**src/rtl/sega_pkg.sv**
```systemverilog
// Package for the sorted edge group aggregator: mode codes, the result record type,
// queue sizing and the aggregate selection function.
// No dependencies.
package sega_pkg;

  localparam logic [2:0] MODE_COUNT  = 3'd0;
  localparam logic [2:0] MODE_SUM    = 3'd1;
  localparam logic [2:0] MODE_MIN    = 3'd2;
  localparam logic [2:0] MODE_MAX    = 3'd3;
  localparam logic [2:0] MODE_SINGLE = 3'd4;

  localparam logic [30:0] COUNT_MAX = 31'h7FFF_FFFF;
  localparam logic signed [63:0] Q_MAX = 64'sh7FFF_FFFF_FFFF_FFFF;
  localparam logic signed [63:0] Q_MIN = 64'sh8000_0000_0000_0000;

  localparam int QUEUE_DEPTH = 4;
  localparam int PTR_W = $clog2(QUEUE_DEPTH);
  localparam int CNT_W = $clog2(QUEUE_DEPTH + 1);

  typedef struct packed {
    logic [63:0]        pick_edge;
    logic [30:0]        group_count;
    logic signed [63:0] aggregate;
    logic               status;
    logic               last_of_batch;
  } res_t;

  function automatic logic signed [63:0] select_aggregate(
    input logic [2:0]         mode,
    input logic [30:0]        size,
    input logic signed [63:0] total,
    input logic signed [63:0] low,
    input logic signed [63:0] high
  );
    logic signed [63:0] v;
    case (mode)
      MODE_COUNT: v = {1'b0, size, 32'd0};
      MODE_SUM:   v = total;
      MODE_MIN:   v = low;
      MODE_MAX:   v = high;
      default:    v = '0;
    endcase
    return v;
  endfunction

endpackage

```
**src/rtl/sorted_edge_group_aggregator_unit.sv**
```systemverilog
// Top level of the sorted edge group aggregator: group state, reduce logic and result queue.
// Depends on sega_pkg.
//
// Channel | Direction | Handshake             | Payload
// input   | in        | in_valid / in_stall   | source_node target_node edge_kind edge_ident
//         |           |                       | weight batch_end
// output  | out       | out_valid / out_stall | pick_edge group_count aggregate status
//         |           |                       | last_of_batch
// config  | in        | cfg_valid / cfg_ready | mode
//
// Each accepted record is reduced into the group registers in the cycle of its transfer,
// and its zero, one or two results enter a four-entry queue at the same clock edge.
// A result can leave the next cycle. Records are accepted every cycle while the queue
// holds at most two results; records that give two results each are limited by the
// single output port.
// Reset is synchronous: it empties the queue, closes any group and sets mode to SINGLE.
// in_stall depends only on the queue fill level, never on in_valid.
module sorted_edge_group_aggregator_unit (
  input  logic               clk,
  input  logic               rst,
  input  logic               in_valid,
  output logic               in_stall,
  input  logic [63:0]        source_node,
  input  logic [63:0]        target_node,
  input  logic [63:0]        edge_kind,
  input  logic [63:0]        edge_ident,
  input  logic signed [63:0] weight,
  input  logic               batch_end,
  output logic               out_valid,
  input  logic               out_stall,
  output logic [63:0]        pick_edge,
  output logic [30:0]        group_count,
  output logic signed [63:0] aggregate,
  output logic               status,
  output logic               last_of_batch,
  input  logic               cfg_valid,
  output logic               cfg_ready,
  input  logic [2:0]         mode
);

  logic [2:0]         mode_reg;
  logic [63:0]        group_source, group_target, group_kind, group_pick;
  logic [30:0]        group_size;
  logic signed [63:0] group_total, group_low, group_high;
  logic               group_open, dropping;

  logic [63:0]        group_source_next, group_target_next, group_kind_next, group_pick_next;
  logic [30:0]        group_size_next;
  logic signed [63:0] group_total_next, group_low_next, group_high_next;
  logic               group_open_next, dropping_next;

  sega_pkg::res_t queue [sega_pkg::QUEUE_DEPTH];
  logic [sega_pkg::PTR_W-1:0] head, tail;
  logic [sega_pkg::CNT_W-1:0] count;

  logic               in_fire, out_fire, key_match, single_mode;
  logic [30:0]        size_inc;
  logic signed [63:0] sum_raw, sum_sat;
  logic               sum_ovf;
  logic               slot_a_valid, slot_b_valid;
  sega_pkg::res_t     slot_a, slot_b;
  logic [1:0]         push_n;
  sega_pkg::res_t     head_res;

  assign cfg_ready = 1'b1;
  assign in_stall  = count > sega_pkg::CNT_W'(2);
  assign in_fire   = in_valid && !in_stall;
  assign out_valid = count != '0;
  assign out_fire  = out_valid && !out_stall;

  assign head_res      = queue[head];
  assign pick_edge     = head_res.pick_edge;
  assign group_count   = head_res.group_count;
  assign aggregate     = head_res.aggregate;
  assign status        = head_res.status;
  assign last_of_batch = head_res.last_of_batch;

  assign key_match   = group_open && source_node == group_source &&
                       target_node == group_target && edge_kind == group_kind;
  assign single_mode = mode_reg >= sega_pkg::MODE_SINGLE;
  assign size_inc    = (group_size < sega_pkg::COUNT_MAX) ? group_size + 31'd1 : group_size;
  assign sum_raw     = group_total + weight;
  assign sum_ovf     = (group_total[63] == weight[63]) && (sum_raw[63] != group_total[63]);
  assign sum_sat     = sum_ovf ? (group_total[63] ? sega_pkg::Q_MIN : sega_pkg::Q_MAX)
                               : sum_raw;

  always_comb begin
    group_source_next = group_source;
    group_target_next = group_target;
    group_kind_next   = group_kind;
    group_pick_next   = group_pick;
    group_size_next   = group_size;
    group_total_next  = group_total;
    group_low_next    = group_low;
    group_high_next   = group_high;
    group_open_next   = group_open;
    dropping_next     = dropping;
    slot_a_valid      = 1'b0;
    slot_b_valid      = 1'b0;
    slot_a            = '{pick_edge: group_pick, group_count: group_size,
                          aggregate: sega_pkg::select_aggregate(mode_reg, group_size,
                                                                group_total, group_low,
                                                                group_high),
                          status: 1'b0, last_of_batch: 1'b0};
    if (dropping) begin
      if (batch_end) begin
        dropping_next   = 1'b0;
        group_open_next = 1'b0;
      end
    end else if (key_match) begin
      group_size_next = size_inc;
      if (single_mode) begin
        slot_a_valid    = 1'b1;
        slot_a          = '{pick_edge: group_pick, group_count: size_inc, aggregate: '0,
                            status: 1'b1, last_of_batch: batch_end};
        group_open_next = 1'b0;
        dropping_next   = !batch_end;
      end else begin
        group_total_next = sum_sat;
        if (weight < group_low) begin
          group_low_next = weight;
          if (mode_reg == sega_pkg::MODE_MIN) begin
            group_pick_next = edge_ident;
          end
        end
        if (group_high < weight) begin
          group_high_next = weight;
          if (mode_reg == sega_pkg::MODE_MAX) begin
            group_pick_next = edge_ident;
          end
        end
        slot_b_valid = batch_end;
      end
    end else begin
      slot_a_valid      = group_open;
      group_source_next = source_node;
      group_target_next = target_node;
      group_kind_next   = edge_kind;
      group_size_next   = 31'd1;
      group_pick_next   = edge_ident;
      group_total_next  = weight;
      group_low_next    = weight;
      group_high_next   = weight;
      group_open_next   = 1'b1;
      slot_b_valid      = batch_end;
    end
    if (slot_b_valid) begin
      group_open_next = 1'b0;
    end
    slot_b = '{pick_edge: group_pick_next, group_count: group_size_next,
               aggregate: sega_pkg::select_aggregate(mode_reg, group_size_next,
                                                     group_total_next, group_low_next,
                                                     group_high_next),
               status: 1'b0, last_of_batch: 1'b1};
    push_n = in_fire ? {1'b0, slot_a_valid} + {1'b0, slot_b_valid} : 2'd0;
  end

  always_ff @(posedge clk) begin
    if (rst) begin
      mode_reg   <= sega_pkg::MODE_SINGLE;
      group_open <= 1'b0;
      dropping   <= 1'b0;
      head       <= '0;
      tail       <= '0;
      count      <= '0;
    end else begin
      if (cfg_valid && cfg_ready) begin
        mode_reg <= mode;
      end
      if (in_fire) begin
        group_open <= group_open_next;
        dropping   <= dropping_next;
      end
      tail  <= tail + sega_pkg::PTR_W'(push_n);
      head  <= head + sega_pkg::PTR_W'(out_fire);
      count <= count + sega_pkg::CNT_W'(push_n) - sega_pkg::CNT_W'(out_fire);
    end
  end

  always_ff @(posedge clk) begin
    if (in_fire) begin
      group_source <= group_source_next;
      group_target <= group_target_next;
      group_kind   <= group_kind_next;
      group_pick   <= group_pick_next;
      group_size   <= group_size_next;
      group_total  <= group_total_next;
      group_low    <= group_low_next;
      group_high   <= group_high_next;
      if (slot_a_valid) begin
        queue[tail] <= slot_a;
        if (slot_b_valid) begin
          queue[tail + sega_pkg::PTR_W'(1)] <= slot_b;
        end
      end else if (slot_b_valid) begin
        queue[tail] <= slot_b;
      end
    end
  end

`ifndef SYNTHESIS
  assert property (@(posedge clk) disable iff (rst)
    count <= sega_pkg::CNT_W'(sega_pkg::QUEUE_DEPTH))
    else $error("Result queue holds more entries than its depth.");

  assert property (@(posedge clk) disable iff (rst)
    (in_fire && dropping) |-> push_n == 2'd0)
    else $error("A dropped record produced a result.");

  assert property (@(posedge clk) disable iff (rst)
    (in_fire && batch_end) |=> !group_open && !dropping)
    else $error("A group or drop state survived the end of a batch.");

  assert property (@(posedge clk) disable iff (rst)
    out_valid |-> group_count != 31'd0)
    else $error("A result left with an empty group count.");
`endif

endmodule

```
**config.mk**
```make
export PLATFORM = sky130hd
export DESIGN_NAME = sorted_edge_group_aggregator_unit
export DESIGN_NICKNAME = d
export VERILOG_FILES = /design/src/rtl/sega_pkg.sv /design/src/rtl/sorted_edge_group_aggregator_unit.sv
export SDC_FILE = /design/constraint.sdc
export NUM_CORES = 2
export LEC_CHECK = 0
export ABC_CLOCK_PERIOD_IN_PS = 14600
export BUFFER_PORTS_ARGS = -buffer_cell sky130_fd_sc_hd__buf_4
export CAP_MARGIN = 20
export CORE_AREA = 10 10 409 411
export CTS_CLUSTER_DIAMETER = 150
export DETAILED_ROUTE_END_ITERATION = 7
export DIE_AREA = 0 0 419 421
export SLEW_MARGIN = 10
export SYNTH_ARGS = -nofsm -noshare
export SYNTH_HDL_FRONTEND = slang
export SYNTH_SLANG_ARGS = --single-unit
```
**constraint.sdc**
```tcl
create_clock -name clk -period 14.6 [get_ports clk]
set_input_delay 2.92 -clock clk [delete_from_list [all_inputs] [get_ports clk]]
set_output_delay 2.92 -clock clk [all_outputs]
set_load 0.1 [all_outputs]
```
# Word-level counts from Yosys, hierarchy flattened
# Memories as Yosys holds them, arrays and structs flattened. A register that Yosys moved wholly into a read port is not among the register bits.
# Index checks and enable logic that the tools add are counted.
dict set report totals {
  register_bits 491
  mem_bits_rw 644
  n_memories 1
}
dict set report op_classes {
  bitwise 3
  mux 56
  eq_ne 10
  n_addsub 8
  n_reduce_logical 13
  order_cmp 5
}
# name depth word_bits read_ports rd_clocked_by_memory_dff write_ports line_no
set memory_table {}
lappend memory_table {queue 4 161 1 1 2 sorted_edge_group_aggregator_unit.sv:52} ;# sega_pkg::res_t queue [sega_pkg::QUEUE_DEPTH];
# cell count
set ops {}
lappend ops {{$mux W64} 20}
lappend ops {{$pmux W64 S4} 2}
lappend ops {{$mux W97} 3}
lappend ops {{$eq A64 B64 Y1} 3}
lappend ops {{$mux W161} 1}
lappend ops {{$lt A64 B64 Y1} 2}
lappend ops {{$mux W31} 3}
lappend ops {{$add A64 B64 Y64} 1}
lappend ops {{$add A31 B1 Y31 const B} 1}
lappend ops {{$lt A31 B31 Y1 const B} 1}
lappend ops {{$mux W1} 25}
lappend ops {{$eq A3 B2 Y1 const B} 2}
lappend ops {{$logic_and A1 B1 Y1} 6}
lappend ops {{$reduce_and A3 Y1} 2}
lappend ops {{$mux W2} 2}
lappend ops {{$ne A4 B2 Y1 const B} 1}
lappend ops {{$add A3 B2 Y3} 1}
lappend ops {{$eq A3 B1 Y1 const B} 1}
lappend ops {{$ge A3 B3 Y1 const B} 1}
lappend ops {{$gt A3 B2 Y1 const B} 1}
lappend ops {{$logic_not A1 Y1} 3}
lappend ops {{$logic_not A3 Y1} 1}
lappend ops {{$ne A3 B2 Y1 const B} 1}
lappend ops {{$reduce_bool A3 Y1} 1}
lappend ops {{9 further kinds} 10}

# Depth between registers and ports, before layout
dict set report depth {
  ltp_word 11
  mapped_depth 25
  ltp_nobuf 24
}

# Worst setup path after synthesis
# No wires, ideal clock.
dict set report synth_timing {
  kind {input to register}
  start {input in_valid}
  end {memory queue[3][100] (netlist bit) (enable)}
  t_arrival_ns 13.811
  setup_time_ns 0.525
  path_buffers 1
  stages 7
  setup_slack_ns 0.264
  cell_sequence {nand2_1 inv_1 nand2_1 o31ai_1 nand3_1 clkbuf_1 nand2_1}
}
# item line_no
set synth_lines {}
lappend synth_lines {{start: declaration} sorted_edge_group_aggregator_unit.sv:21} ;# input logic in_valid,
lappend synth_lines {{end: declaration} sorted_edge_group_aggregator_unit.sv:52}

==> flow_summary.ini <==
[run_status]
status = finished, final reports clean

[timing]
clock.fmax_ghz = 0.103
fin_worst_skew_ns = 0.0467
hold_viol_final = 0
worstMarginPinSlew_ns = 1.28
timing.final.crit_share_pct = 66.7
totalNegativeSetupSlack_ns = 0
final-setup-viol-count = 0
setup_slack_ns = 4.86
finalMaxSlewViolations = 0
rsz0062_at_grt = false
max-slew-margin-rel_pct = 14.0
finalCriticalPeriod_ns = 9.74

[worst_setup_path]
rr_worst_depth = 17
crit_required_ns = 14.95
arrival_ns = 10.09
path_class = in -> reg
cp-end-kind = register
cp_common_cell = buf_4
r2r_slack_ns = 6.74
cpPeakStageDelay_ns = 0.91
regToRegEndpoint = queue[1][100]
critPathLaunchType = input port
path_cells = buf_4 -> nor2b_1 -> a2111o_1 -> nor4_1 -> nand4_1 -> or4_1 -> nor2_4 -> buf_4 -> mux2i_1 -> nor2_1 -> inv_1 -> ha_1 -> nand2_1 -> o31ai_1 -> nand2_2 -> nand2_4 -> buf_4 -> buf_4
crit_fanout = 62
r2r-start = group_source[27]
critPathSlowestCell = buf_4

[die]
start_util_pct = 39.6
dieArea_mm2 = 0.176
rows = 147
dieWidth_um = 419
core-area_mm2 = 0.159
die_y_um = 421
num_io_pins = 493

[synth]
syn_avg_cell_area_um2 = 11.9
synth_top_area_share_pct = 53.0
yosysUniqueCellTypes = 92
yosysWarnings = 0
synth_seq_area_share_pct = 53.6
synth_fp_nets = 5819
synthTopCellsByArea = edfxtp_1, mux4_2, ha_1
ys_ff_latch = 1135
syn_area_mm2 = 0.0632
synth_area_leader_cell = edfxtp_1
synthCells = 5290
synth_edf_count = 1115
ys.flop_type = edfxtp_1
synth_common_cells = edfxtp_1, nand2_1, o22ai_1
synthArstFlopShare_pct = 0
synth.most_common_cell = edfxtp_1

[route]
via_per_inst = 6.20
initialDrtViolationCount = 5321
drtPass1Iterations = 8
wire_per_inst_um = 30.4
antenna_left = 0
routed_wl_um = 238000
vias = 48700
remaining_drc_errors = 0

[global_routing]
grt_max_degree = 161
grt_pass1_wl_um = 341000
grt_use_total_pct = 25.8
grt.overflow.total = 0
grt_pass1_vias = 48400
antenna_found_initial = 28

[final_layout]
area_growth_pct = 15.8
largest_reg_flops = 644
instances_no_fill = 7856
nNetsFinal = 6178
drive_above_1_share_pct = 20.1
regMostFlops = queue

[placement]
place_ws_ns = 4.18
io_buffers = 491
place_congestion = 0.962
dp.cells = 7612
dp_hpwl_um = 165000

[hold_path]
hold-path-endpoint = queue[3][1]
hp-class = reg -> reg
min_from = queue[3][1]
whs_path_depth = 2

[clock_network]
htreeDepth = 3
clockBufferDepth = 3
hold_buffers = 0
insertion_delay_ns = 0.77
postCtsResizedCells = 0
cts-root-buf = clkbuf_16
cts_tree = done
clk_pin_slew_ns = 0.06
clock_sinks = 1135
post_cts_buffers = 0
numCtsBuffers = 120

[power]
finalPower_uw = 11900
powerDensity_mw_per_mm2 = 163
p_leak_uw = 0.0259
vdd_drop_max_mv = 0.126

[job]
cap_violations = 0
==> routing by layer <==
metal	GRT usage, %	vias to the layer above	wire length [µm]
met1	30.9	24200	88300
li1	-	21600	-
met3	5.04	540	18300
met2	42.8	2457	114000
met5	0	-	188
met4	16.0	22	17200
==> layout by cell type, fill, tap and decap left out, types with 26 or more instances in the layout <==
cell type  netlist  layout
mux4_2         166     166
a22o_1         273     273
clkbuf_1       243      33
o21ai_0        223     223
xor2_1          40      40
a22oi_1         42      42
mux2_2         166     166
a21oi_1        237     233
inv_1          272     271
o221ai_1       139     139
nand3_1         64      62
a21o_1          45      45
nor2_1         211     205
clkbuf_16        0     121
o211ai_1        27      27
nand2_1        491     483
nor3_1          61      58
nand2b_1       133     133
nand4_1        109     109
xnor2_1        112     112
nor2b_1         49      49
nor4_1          48      48
o21a_1          26      26
o22ai_1        275     275
ha_1           197     197
mux2i_1         68      68
edfxtp_1      1115    1115
buf_4            3     564
==> worst max-delay path: cells and delay by family <==
kind                       cells  cell delay, ns
AOI/OAI and AO/OA              2            0.75
adders and majority gates      1            0.23
buffers and inverters          5            2.48
muxes                          1            0.39
and+or+nand+nor                9            3.09
==> logic make-up (layout without fill, tap and decap cells) <==
logic type	after synthesis	after routing	share of synthesized area [%]
buffers and inverters	606	1070	3.68
other	1	17	0.00593
AND/OR/NAND/NOR	1275	1275	9.72
adder cells (fa/ha/maj)	200	200	3.99
AO/OA/AOI/OAI	1516	1516	16.9
XOR/XNOR	152	152	2.11
flip-flops	1135	1135	53.6
multiplexers	405	405	10.0
==> layout make-up <==
class                      count  area (µm²)
clock buffer                 159        3220
clock inverter                68         837
fill                       14500       86300
sequential                  1135       33900
timing repair buffer         570        4340
multi-input combinational   3549       27200
tap                         2086        2610
inverter                     273        1030
antenna                       16        40.0
==> metrics by stage <==
| stage | area (µm²) | hold WS (ns) | utilization, % |
|---|---|---|---|
| final | 73200 | 0.463 | 45.9 |
| after detailed placement | 69100 | 0.454 | 43.3 |
| after CTS | 73100 | 0.462 | 45.9 |
| after global routing | 73200 | 0.478 | 45.9 |
| after floorplan | 63200 | 0.433 | - |
| after global placement | 69100 | 0.448 | 43.3 |
==> power breakdown <==
group,switching [µW],internal [µW],total [µW]
combinational,3210,1140,4340
clock,1360,1850,3220
sequential,286,4080,4360
total,4860,7060,11900
==> worst max path at each step <==
| stage | from | end | slack (ns) | cells after the start |
|---|---|---|---|---|
| 2_1_floorplan | in_valid | queue[3][100] | 0.26 | 7 |
| 3_3_place_gp | source_node[32] | queue[1][113] | 4.35 | 18 |
| 3_5_place_dp | source_node[60] | queue[1][113] | 4.18 | 18 |
| 4_1_cts | source_node[60] | queue[1][125] | 4.93 | 18 |
| 5_1_grt | source_node[60] | queue[1][98] | 4.63 | 18 |
| 6_report | source_node[60] | queue[1][100] | 4.86 | 18 |
Power figures use the tool's default switching activity.
